==> src/rtl/nwdc_pkg.sv <==
// ----------------------------------------------------------------------------
// nwdc_pkg
// Shared types and constants for the network wake-up duty controller.
// ----------------------------------------------------------------------------
package nwdc_pkg;

    localparam int unsigned CntW     = 16;
    localparam int unsigned CfgW     = 16;
    localparam int unsigned CfgIdxW  = 1;

    // configuration register indexes
    localparam logic [CfgIdxW-1:0] CFG_WAKEUP_TICKS = 1'd0;
    localparam logic [CfgIdxW-1:0] CFG_ALIVE_TICKS  = 1'd1;

    // register reset values
    localparam logic [CfgW-1:0] WAKEUP_TICKS_RST = 16'd20;
    localparam logic [CfgW-1:0] ALIVE_TICKS_RST  = 16'd600;

    typedef enum logic [1:0] {
        MODE_LISTEN   = 2'd0,
        MODE_WAKING   = 2'd1,
        MODE_ALIVE    = 2'd2,
        MODE_SHUTDOWN = 2'd3
    } t_mode;

    typedef enum logic [2:0] {
        OP_TICK     = 3'd0,
        OP_WAKEUP   = 3'd1,
        OP_SHUTDOWN = 3'd2,
        OP_ACTIVITY = 3'd3,
        OP_SENDDONE = 3'd4
    } t_op;

    typedef enum logic [1:0] {
        BC_NONE     = 2'd0,
        BC_WAKEUP   = 2'd1,
        BC_SHUTDOWN = 2'd2
    } t_bc;

    // input word
    typedef struct packed {
        logic [2:0] operation;
        logic       send_was_own;
        logic       send_accepted;
    } t_in_word;

    // result word
    typedef struct packed {
        logic       sleep_request;
        logic [1:0] broadcast;
        logic [1:0] mode;
        logic       pending;
    } t_out_word;

    // handshake between pipeline stages
    typedef struct packed {
        logic valid;
        logic ready;
    } t_hs;

endpackage

==> src/rtl/nwdc_in_stage.sv <==
// ----------------------------------------------------------------------------
// nwdc_in_stage
// Input register: captures one word and holds it until the step logic
// hands its result to the output stage.
// ----------------------------------------------------------------------------
module nwdc_in_stage
    import nwdc_pkg::*;
(
    input  logic     i_clk,
    input  logic     i_rst_n,
    input  logic     i_valid,
    output logic     o_ready,
    input  t_in_word i_data,
    output t_hs      o_hs,
    input  logic     i_take,
    output t_in_word o_data
);

    logic     r_valid;
    logic     n_valid;
    t_in_word r_data;

    // free when empty or when the held word leaves this cycle
    assign o_ready = !r_valid || i_take;

    always_comb begin
        n_valid = r_valid;
        if (o_ready) begin
            n_valid = i_valid;
        end else if (i_take) begin
            n_valid = 1'b0;
        end
    end

    // control register
    always_ff @(posedge i_clk) begin
        if (!i_rst_n) begin
            r_valid <= 1'b0;
        end else begin
            r_valid <= n_valid;
        end
    end

    // payload register
    always_ff @(posedge i_clk) begin
        if (o_ready && i_valid) begin
            r_data <= i_data;
        end
    end

    assign o_hs.valid = r_valid;
    assign o_hs.ready = o_ready;
    assign o_data     = r_data;

endmodule

==> src/rtl/nwdc_step.sv <==
// ----------------------------------------------------------------------------
// nwdc_step
// Mode, counter and pending state with the update logic for one word,
// plus the two configuration registers.
// ----------------------------------------------------------------------------
module nwdc_step
    import nwdc_pkg::*;
(
    input  logic               i_clk,
    input  logic               i_rst_n,
    input  logic               i_cfg_we,
    input  logic [CfgIdxW-1:0] i_cfg_idx,
    input  logic [CfgW-1:0]    i_cfg_data,
    input  logic               i_advance,
    input  t_in_word           i_data,
    output t_out_word          o_result
);

    logic [CfgW-1:0] r_wakeup_ticks;
    logic [CfgW-1:0] r_alive_ticks;
    t_mode           r_mode;
    t_mode           n_mode;
    logic [CntW-1:0] r_count;
    logic [CntW-1:0] n_count;
    logic            r_pending;
    logic            n_pending;
    logic            sleep;
    t_bc             bc;
    logic [CntW-1:0] cnt_inc;
    logic [CntW-1:0] cnt_dec;

    // configuration registers
    always_ff @(posedge i_clk) begin
        if (!i_rst_n) begin
            r_wakeup_ticks <= WAKEUP_TICKS_RST;
            r_alive_ticks  <= ALIVE_TICKS_RST;
        end else if (i_cfg_we) begin
            case (i_cfg_idx)
                CFG_WAKEUP_TICKS: r_wakeup_ticks <= i_cfg_data;
                CFG_ALIVE_TICKS:  r_alive_ticks  <= i_cfg_data;
                default: ;
            endcase
        end
    end

    assign cnt_inc = r_count + 1'b1;
    assign cnt_dec = r_count - 1'b1;

    // next state and result for the held word
    always_comb begin
        n_mode    = r_mode;
        n_count   = r_count;
        n_pending = r_pending;
        sleep     = 1'b0;
        bc        = BC_NONE;
        case (t_op'(i_data.operation))
            OP_TICK: begin
                case (r_mode)
                    MODE_LISTEN, MODE_SHUTDOWN: sleep = 1'b1;
                    MODE_WAKING: begin
                        n_count = cnt_inc;
                        if (cnt_inc == r_wakeup_ticks) begin
                            n_mode  = MODE_ALIVE;
                            n_count = r_alive_ticks;
                        end
                    end
                    default: begin
                        n_count = cnt_dec;
                        if (cnt_dec == '0) begin
                            n_mode = MODE_LISTEN;
                        end
                    end
                endcase
            end
            OP_WAKEUP: begin
                if (r_mode == MODE_LISTEN) begin
                    n_mode  = MODE_WAKING;
                    n_count = '0;
                end
                if (r_mode == MODE_LISTEN || r_mode == MODE_WAKING) begin
                    bc = BC_WAKEUP;
                    if (i_data.send_accepted) begin
                        n_pending = 1'b1;
                    end
                end
            end
            OP_SHUTDOWN: begin
                n_mode = MODE_SHUTDOWN;
                bc     = BC_SHUTDOWN;
                if (i_data.send_accepted) begin
                    n_pending = 1'b1;
                end
            end
            OP_ACTIVITY: begin
                if (r_mode == MODE_LISTEN || r_mode == MODE_ALIVE) begin
                    n_mode  = MODE_ALIVE;
                    n_count = r_alive_ticks;
                end
            end
            OP_SENDDONE: begin
                if (i_data.send_was_own) begin
                    n_pending = 1'b0;
                    if (r_mode == MODE_WAKING) begin
                        bc = BC_WAKEUP;
                        if (i_data.send_accepted) begin
                            n_pending = 1'b1;
                        end
                    end
                end
            end
            default: ;
        endcase
    end

    // state registers, updated as the word moves to the output stage
    always_ff @(posedge i_clk) begin
        if (!i_rst_n) begin
            r_mode    <= MODE_ALIVE;
            r_count   <= '0;
            r_pending <= 1'b0;
        end else if (i_advance) begin
            r_mode    <= n_mode;
            r_count   <= n_count;
            r_pending <= n_pending;
        end
    end

    assign o_result.sleep_request = sleep;
    assign o_result.broadcast     = bc;
    assign o_result.mode          = n_mode;
    assign o_result.pending       = n_pending;

    // a sleep request leaves mode and counter alone and sends nothing
    a_sleep_quiet: assert property (@(posedge i_clk) disable iff (!i_rst_n)
        (i_advance && sleep) |=> (r_mode == $past(r_mode) && $stable(r_count)))
        else $error("sleep request changed state");

    a_sleep_no_bc: assert property (@(posedge i_clk) disable iff (!i_rst_n)
        (sleep) |-> (bc == BC_NONE))
        else $error("sleep request with broadcast");

    // pending only rises on an accepted broadcast
    a_pending_rise: assert property (@(posedge i_clk) disable iff (!i_rst_n)
        $rose(r_pending) |-> $past(i_advance && bc != BC_NONE && i_data.send_accepted))
        else $error("pending set without accepted broadcast");

    // waking is only entered from listen
    a_waking_entry: assert property (@(posedge i_clk) disable iff (!i_rst_n)
        (r_mode == MODE_WAKING && $past(r_mode) != MODE_WAKING)
            |-> ($past(r_mode) == MODE_LISTEN))
        else $error("waking entered from wrong mode");

endmodule

==> src/rtl/nwdc_out_stage.sv <==
// ----------------------------------------------------------------------------
// nwdc_out_stage
// Result register: holds one result word until the consumer takes it.
// ----------------------------------------------------------------------------
module nwdc_out_stage
    import nwdc_pkg::*;
(
    input  logic      i_clk,
    input  logic      i_rst_n,
    input  logic      i_load,
    input  t_out_word i_data,
    output t_hs       o_hs,
    output logic      o_valid,
    input  logic      i_ready,
    output t_out_word o_data
);

    logic      r_valid;
    logic      n_valid;
    t_out_word r_data;
    logic      room;

    // room for a new word when empty or draining this cycle
    assign room = !r_valid || i_ready;

    always_comb begin
        n_valid = r_valid;
        if (room) begin
            n_valid = i_load;
        end
    end

    always_ff @(posedge i_clk) begin
        if (!i_rst_n) begin
            r_valid <= 1'b0;
        end else begin
            r_valid <= n_valid;
        end
    end

    always_ff @(posedge i_clk) begin
        if (i_load && room) begin
            r_data <= i_data;
        end
    end

    assign o_hs.valid = r_valid;
    assign o_hs.ready = room;
    assign o_valid    = r_valid;
    assign o_data     = r_data;

endmodule

==> src/rtl/network_wakeup_duty_controller_core.sv <==
// ----------------------------------------------------------------------------
// network_wakeup_duty_controller_core
// Radio wake-up controller: input register, combinational state update,
// result register.
// ----------------------------------------------------------------------------
// Flow: an accepted word is held in the input register, and its result is
//   loaded into the result register that drives o_out_valid.
// Throughput: one word per cycle while the result register has room.
// Reset (synchronous, i_rst_n low): mode alive, counter zero, pending clear,
//   wakeup_ticks 20, alive_ticks 600, both stages empty.
module network_wakeup_duty_controller_core
    import nwdc_pkg::*;
(
    input  logic               i_clk,
    input  logic               i_rst_n,
    input  logic               i_cfg_we,
    input  logic [CfgIdxW-1:0] i_cfg_idx,
    input  logic [CfgW-1:0]    i_cfg_data,
    input  logic               i_in_valid,
    output logic               o_in_ready,
    input  t_in_word           i_in_data,
    output logic               o_out_valid,
    input  logic               i_out_ready,
    output t_out_word          o_out_data
);

    t_hs       in_hs;
    t_hs       out_hs;
    t_in_word  held;
    t_out_word result;
    logic      advance;

    // held word moves on when the result register has room
    assign advance = in_hs.valid && out_hs.ready;

    nwdc_in_stage u_in (
        .i_clk   (i_clk),
        .i_rst_n (i_rst_n),
        .i_valid (i_in_valid),
        .o_ready (o_in_ready),
        .i_data  (i_in_data),
        .o_hs    (in_hs),
        .i_take  (advance),
        .o_data  (held)
    );

    nwdc_step u_step (
        .i_clk      (i_clk),
        .i_rst_n    (i_rst_n),
        .i_cfg_we   (i_cfg_we),
        .i_cfg_idx  (i_cfg_idx),
        .i_cfg_data (i_cfg_data),
        .i_advance  (advance),
        .i_data     (held),
        .o_result   (result)
    );

    nwdc_out_stage u_out (
        .i_clk   (i_clk),
        .i_rst_n (i_rst_n),
        .i_load  (advance),
        .i_data  (result),
        .o_hs    (out_hs),
        .o_valid (o_out_valid),
        .i_ready (i_out_ready),
        .o_data  (o_out_data)
    );

    // input side never blocks while the pipeline can move
    a_ready_flow: assert property (@(posedge i_clk) disable iff (!i_rst_n)
        (!in_hs.valid || advance) |-> in_hs.ready)
        else $error("input stalled with free stage");

    // a word left in the input stage is never dropped
    a_no_drop: assert property (@(posedge i_clk) disable iff (!i_rst_n)
        (in_hs.valid && !advance) |=> in_hs.valid)
        else $error("held word lost");

    // the result register fills only from an advancing word
    a_out_fill: assert property (@(posedge i_clk) disable iff (!i_rst_n)
        (!out_hs.valid && !advance) |=> !out_hs.valid)
        else $error("result appeared without a word");

endmodule
==> config.mk <==
export PLATFORM = sky130hd
export DESIGN_NAME = network_wakeup_duty_controller_core
export DESIGN_NICKNAME = d
export VERILOG_FILES = /design/src/rtl/nwdc_pkg.sv /design/src/rtl/nwdc_in_stage.sv /design/src/rtl/nwdc_step.sv /design/src/rtl/nwdc_out_stage.sv /design/src/rtl/network_wakeup_duty_controller_core.sv
export SDC_FILE = /design/constraint.sdc
export NUM_CORES = 1
export LEC_CHECK = 0
export ABC_AREA = 1
export BUFFER_PORTS_ARGS = -buffer_cell sky130_fd_sc_hd__buf_2
export CORE_MARGIN = 10
export CORE_UTILIZATION = 35
export DETAILED_ROUTE_END_ITERATION = 6
export GPL_ROUTABILITY_DRIVEN = 0
export GPL_TIMING_DRIVEN = 0
export SLEW_MARGIN = 20
export SYNTH_ARGS = -nofsm -noshare
export SYNTH_HDL_FRONTEND = slang
export SYNTH_SLANG_ARGS = --single-unit
==> constraint.sdc <==
create_clock -name i_clk -period 4.9 [get_ports i_clk]
set_input_delay 0.735 -clock i_clk [delete_from_list [all_inputs] [get_ports i_clk]]
set_output_delay 0.735 -clock i_clk [all_outputs]
set_load 0.01 [all_outputs]
**Yosys cells after proc, flatten, opt, wreduce, memory -nomap -nowiden**

Cells that the tools add are included.

- $add $sub $neg: 2
- Equality and inequality tests: 11
- Muxes and demuxes: 24
- Bitwise logic cells: 1
- Reductions and logical operators: 18

Operator list:

| operator | number |
|---|---|
| two-way mux 16 bit | 3 |
| case mux 16 bit (3 select lines) | 1 |
| case mux 16 bit (2 select lines) | 1 |
| adder 16 x 1 -> 16 bit (second input constant) | 1 |
| equality test 16 bit | 1 |
| logical NOT 16 bit | 1 |
| subtractor 16 x 1 -> 16 bit (second input constant) | 1 |
| two-way mux 1 bit | 10 |
| two-way mux 2 bit | 5 |
| case mux 2 bit (4 select lines) | 1 |
| equality test 3 x 2 -> 1 bit (second input constant) | 2 |
| case mux 2 bit (3 select lines) | 1 |
| AND reduction 5 bit | 1 |
| equality test 2 bit (second input constant) | 2 |
| logical OR 1 bit | 4 |
| != test 2 x 1 -> 1 bit (second input constant) | 2 |
| case mux 2 bit (2 select lines) | 1 |
| AND reduction 2 bit | 2 |
| equality test 3 x 1 -> 1 bit (second input constant) | 1 |
| equality test 3 bit (second input constant) | 1 |
| logical AND 1 bit | 3 |
| logical NOT 3 bit | 1 |
| case mux 1 bit (3 select lines) | 1 |
| nonzero test 3 bit | 1 |
| 7 further kinds | 8 |

- Bits in registers: 64
- Input port bits: 27
- Output and inout port bits: 8

**Depth between registers and ports, before layout**

- Depth in word-level cells: 5
- Mapped depth: 19
- Mapped depth without buffers: 18

**Hierarchy**

A second synthesis with hierarchy kept.

- Cells, all modules: 694
- Area total of the unflattened synthesis: 4347.9 um^2

Modules (own cells, without submodules):

| module | times used | cells each | area an instance (um^2) | sequential area each (um^2) |
|---|---|---|---|---|
| nwdc_step | 1 | 663 | 3877.5 | 1021.0 |
| nwdc_out_stage | 1 | 15 | 246.5 | 200.2 |
| nwdc_in_stage | 1 | 14 | 216.5 | 170.2 |
| network_wakeup_duty_controller_core | 1 | 2 | 7.5 | 0.0 |

**Worst setup path before layout**

No wires, ideal clock.

- Path type: register to register
- Start: register u_step.r_count[0]
- End: register u_out.r_data, in the netlist u_out.o_data[1] (data pin)
- Library setup time: 0.251 ns
- Arrival: 1.912 ns
- Data required time: 4.649 ns
- Path slack: 2.738 ns
- Cell stages (with the launch flop): 19
- Buffers on the path: 0
- Period minus slack after synthesis: 2.162 ns
- Cells stage by stage: dfxtp_1 ha_1 nand2_2 nor2_4 nand3_1 nand2_1 nand2_1 nand2_1 nand2_2 nor2_2 nand2_1 nor2_4 nand2_4 nand2_1 nand2_1 nand2_1 nand2_1 nand2_1 inv_1

RTL lines:

| what | line | source |
|---|---|---|
| start, declared | nwdc_step.sv:23 | `logic [CntW-1:0] r_count;` |
| start signal, assigned | nwdc_step.sv:123 | `r_count <= n_count;` |
| end signal, assigned | nwdc_out_stage.sv:43 | `r_data <= i_data;` |
| end, declared | nwdc_out_stage.sv:20 | `t_out_word r_data;` |

**Worst setup path after layout**

- Start: register u_step.r_count[0]
- End: register u_step.r_count[10]

- Cells in the longest elaborated chain, start to end: 5

RTL lines:

| what | line | source |
|---|---|---|
| adder 16 x 1 -> 16 bit | nwdc_step.sv:46 | `assign cnt_inc = r_count + 1'b1;` |
| equality test 16 bit | nwdc_step.sv:62 | `if (cnt_inc == r_wakeup_ticks) begin` |
| two-way mux 16 bit | nwdc_step.sv:62 |  |
| case mux 16 bit (2 select lines) (*) | nwdc_step.sv:58 | `case (r_mode)` |
| case mux 16 bit (3 select lines) (*) | nwdc_step.sv:56 | `case (t_op'(i_data.operation))` |

Mark *: on every way between the ends. The rest lies on a longest branch, timed or not.
A chain may end at the register's enable or synchronous reset.

==> impl_table.tex <==
\begin{tabular}{lr}
\hline
Metric & Value \\
\hline
\multicolumn{2}{l}{\textbf{Status}} \\
\quad Result of the run & finished, final reports clean \\
\multicolumn{2}{l}{\textbf{Yosys}} \\
\quad Number of enable flip-flop cells after synthesis & 11 \\
\quad Combinational family with the most area after synthesis & simple AND/OR/NAND/NOR gates \\
\quad Synthesized net count & 736 \\
\quad Async set-or-reset flop fraction in the synthesized netlist & 0 \\
\quad Seq/Total Area, Yosys & 0.316 \\
\quad Most area-hungry cell type in the Yosys netlist & dfxtp\_1 \\
\quad Number of distinct library cell variants in the gate-level netlist after synthesis & 38 \\
\quad Commonest cells post-synth & nand2\_1, nor2\_1, inv\_1, nand3\_1, o21ai\_0 \\
\quad Post-synthesis compound-gate area fraction & 0.148 \\
\quad Share of cell area taken by muxes after synthesis & 0 \\
\quad Biggest area contributors in the synthesized netlist & dfxtp\_1, nand2\_1, nand3\_1 \\
\quad Adder-Cell Fraction of Synth Area & 0.0199 \\
\quad Mean instance size in the synthesized netlist & between 6 and 7 sq um \\
\quad Simple-gate share of the synthesized area & 0.395 \\
\quad Cell with the most instances after synthesis & nand2\_1 \\
\quad Prevailing post-synth register cell & dfxtp\_1 \\
\quad Post-Syn Instances & 702 \\
\quad Yosys top cell area share & 0.241 \\
\quad Synth Cell Area & 0.00441 sq mm \\
\quad Number of synthesized register bits & 64 \\
\quad Parity-gate share of the synthesized area counting xor and xnor cells & 0.0131 \\
\quad Warning count from the yosys run & 0 \\
\multicolumn{2}{l}{\textbf{Placement}} \\
\quad Dpl ws & approximately 2200 ps \\
\quad \# port buffers & 33 \\
\quad Detailed placement HPWL & 10500 um \\
\multicolumn{2}{l}{\textbf{STA}} \\
\quad Setup repair after global routing missed its margin & false \\
\quad Period utilization & 0.562 \\
\quad Setup WS post-layout & roughly 2100 ps \\
\quad Final max-slew violation count & 0 \\
\quad Period minus WS final & 2760 ps \\
\quad Final setup violation count & 0 \\
\quad Hold Vio Cnt, Final & 0 \\
\quad Final worst clock skew & between 8 and 9 ps \\
\quad Max Clk Rate & $\sim$0.36 GHz \\
\quad Summed negative setup slack over all endpoints & 0 ps \\
\quad Transition at the pin with the smallest max-transition slack & slightly above 700 ps \\
\quad Relative slew margins & 0.523 \\
\multicolumn{2}{l}{\textbf{Setup path}} \\
\quad Max FO, Critical Path & 9 \\
\quad Critical Path Source Type & flop \\
\quad Arrival time worst endpoint & 3030 ps \\
\quad Kind of end point of the critical path & flop \\
\quad Required @ worst endpoint & 5180 ps \\
\quad Setup CP Type & flop to flop \\
\multicolumn{2}{l}{\textbf{Pwr}} \\
\quad Power Density & 304 mW/mm\^{}2 \\
\quad Max VDD drop & 0.000218 V \\
\quad PnR Total Power & 1.53 mW \\
\quad Leakage power & 2.38 nW \\
\multicolumn{2}{l}{\textbf{Clocking}} \\
\quad \# resized after CTS & 0 \\
\quad Number of levels the H-tree was split into & 3 \\
\quad Inserted Clock Buffers & 9 \\
\quad Clk sinks & 64 \\
\quad CTS tree & built \\
\quad Max Root-Sink Buffers & 2 \\
\quad Number of buffers inserted to repair setup after CTS & 0 \\
\quad Clock transition at the registers of the reported paths & $\sim$50 ps \\
\quad Hold Buf Count CTS & 0 \\
\quad Buffer cell driving the clock tree root & clkbuf\_16 \\
\quad Clock latency reported for the late side of the worst-skew pair & 350 ps \\
\multicolumn{2}{l}{\textbf{Routing}} \\
\quad Routed wire length & 13400 um \\
\quad Number of nets with antenna violations after routing & 0 \\
\quad Vias after detailed routing & 4660 \\
\quad Post-detailed-route wirelength per cell & roughly 15 um \\
\quad Residual DRC & 0 \\
\quad Number of violations reported at the end of detailed-routing iteration 0 & 371 \\
\quad Ratio of routed vias to standard cells & 5.07 \\
\quad 1st-pass router iterations & 5 \\
\multicolumn{2}{l}{\textbf{GRT}} \\
\quad Global router's overall resource usage & 0.151 \\
\quad Total congestion overflow after global routing & 0 \\
\quad Antenna violations before repair & 0 \\
\quad Met2 layer usage reported by global route & 0.246 \\
\quad Global route hottest layer & met2 \\
\quad Number of global-route vias before repair & 4366 \\
\quad First-pass GRT wire length & 21700 um \\
\quad Largest net degree at the start of global routing & 12 \\
\quad Met1 track demand over resource in global routing & 0.189 \\
\quad M3 GR Usage & 0.0335 \\
\multicolumn{2}{l}{\textbf{Layout}} \\
\quad Filler Cells Inserted & between 1k and 1.5k \\
\quad Area growth, synth to finish & 14.5\% \\
\quad Final net count & 780 \\
\quad Fraction of final layout cells with drive strength greater than 1 & 0.128 \\
\quad Number of antenna repair diodes & 0 \\
\multicolumn{2}{l}{\textbf{Floorplan}} \\
\quad Die Y-Extent & 132 um \\
\quad Die ar. & 0.0175 sq mm \\
\quad Area of the core & 0.0122 sq mm \\
\quad I/O pin count & 35 \\
\quad Die Wd & 132 um \\
\quad Starting density of the core & 0.362 \\
\quad Number of core rows & 40 \\
\multicolumn{2}{l}{\textbf{Job}} \\
\quad Max-capacitance violation count & 0 \\
\multicolumn{2}{l}{\textbf{Hold path}} \\
\quad Class of the tightest hold or removal check & flop to flop \\
\hline
\end{tabular}
sequential cells by signal (all words and copies together) (netlist names), 2 cells and up:
| register | count |
|---|---|
| u_in.o_data | 5 |
| u_out.o_data | 6 |
| u_step.r_alive_ticks | 16 |
| u_step.r_count | 16 |
| u_step.r_mode | 2 |
| u_step.r_wakeup_ticks | 16 |
per-stage QoR:
stage               instance area (sq um)  cells  hold slack [ps]   util
finish                               5050    919              468  0.415
global route                         5050    919              500  0.415
CTS                                  5050    919              471  0.415
detailed placement                   4780    903              463  0.393
global placement                     4780    903              458  0.393
floorplan                            4410    702              442      -
logic make-up after synthesis:
logic type,after synthesis
compound gates,121
xor+xnor,5
fa+ha+maj,7
buf+inv,110
flops,64
simple gates,395
critical path: stages (launching register included):
cell and delay, ps:
dfxtp_1 500, ha_1 270, nand2_2 120, nor2_4 220, nand3_1 110, nand2_1 120, nand2_1 60, nand2_1 110
nand3_1 100, nor2_1 90, nand3_1 100, nor2_2 400, nand3_1 130, nand3_1 160, nand2_1 80, a21oi_2 110
layout by cell type, fill, tap and decap left out, types with 2 or more instances in the layout:
master	Yosys	layout
a21oi_1	43	43
a21oi_2	10	10
buf_2	1	34
buf_4	5	5
buf_6	2	2
clkbuf_1	10	10
clkbuf_16	0	9
clkbuf_2	3	3
clkbuf_8	2	2
clkinv_1	1	5
clkinvlp_4	0	2
dfxtp_1	53	53
edfxtp_1	11	11
ha_1	7	7
inv_1	80	80
inv_2	4	4
nand2_1	183	183
nand2_2	7	7
nand3_1	79	79
nand3_2	4	4
nand3b_1	2	2
nand4_1	11	11
nor2_1	88	88
nor2_2	6	6
nor2_4	6	6
nor3_1	4	4
o211ai_1	3	3
o21ai_0	60	60
o21ai_1	4	4
xor2_1	3	3
worst paths after layout:
| path | from | end | slack, ps | cells after the start |
|---|---|---|---|---|
| max | u_step.r_count[0]$_SDFFE_PN0P_ | u_step.r_count[10]$_SDFFE_PN0P_ | 2140 | 15 |
| min | u_step.r_wakeup_ticks[15]$_SDFFE_PN0P_ | u_step.r_wakeup_ticks[15]$_SDFFE_PN0P_ | 470 | 2 |
| max reg2reg | u_step.r_count[0]$_SDFFE_PN0P_ | u_step.r_count[10]$_SDFFE_PN0P_ | 2140 | 15 |
| min reg2reg | u_step.r_wakeup_ticks[15]$_SDFFE_PN0P_ | u_step.r_wakeup_ticks[15]$_SDFFE_PN0P_ | 470 | 2 |
cell type report:
type | count | area (sq um) | area share
Multi-Input combinational cell | 528 | 2540 | 0.503
Buffer | 25 | 158 | 0.0312
Tap cell | 168 | 210 | 0.0417
Inverter | 85 | 319 | 0.0632
Clock buffer | 9 | 225 | 0.0446
Sequential cell | 64 | 1390 | 0.276
Timing Repair Buffer | 33 | 165 | 0.0327
Clock inverter | 7 | 38.8 | 0.00769
power by group:
| group | switching (mW) | total (mW) | internal [mW] | leakage [nW] |
|---|---|---|---|---|
| sequential | 0.0279 | 0.597 | 0.569 | 0.543 |
| combinational | 0.232 | 0.351 | 0.119 | 1.71 |
| clock | 0.248 | 0.583 | 0.336 | 0.122 |
layer usage:
layer	vias up	share of wire
li1	2370	-
met1	2083	0.46
met2	176	0.45
met3	31	0.063
met4	0	0.027
met5	-	0
(Power assumes the default switching activity.)
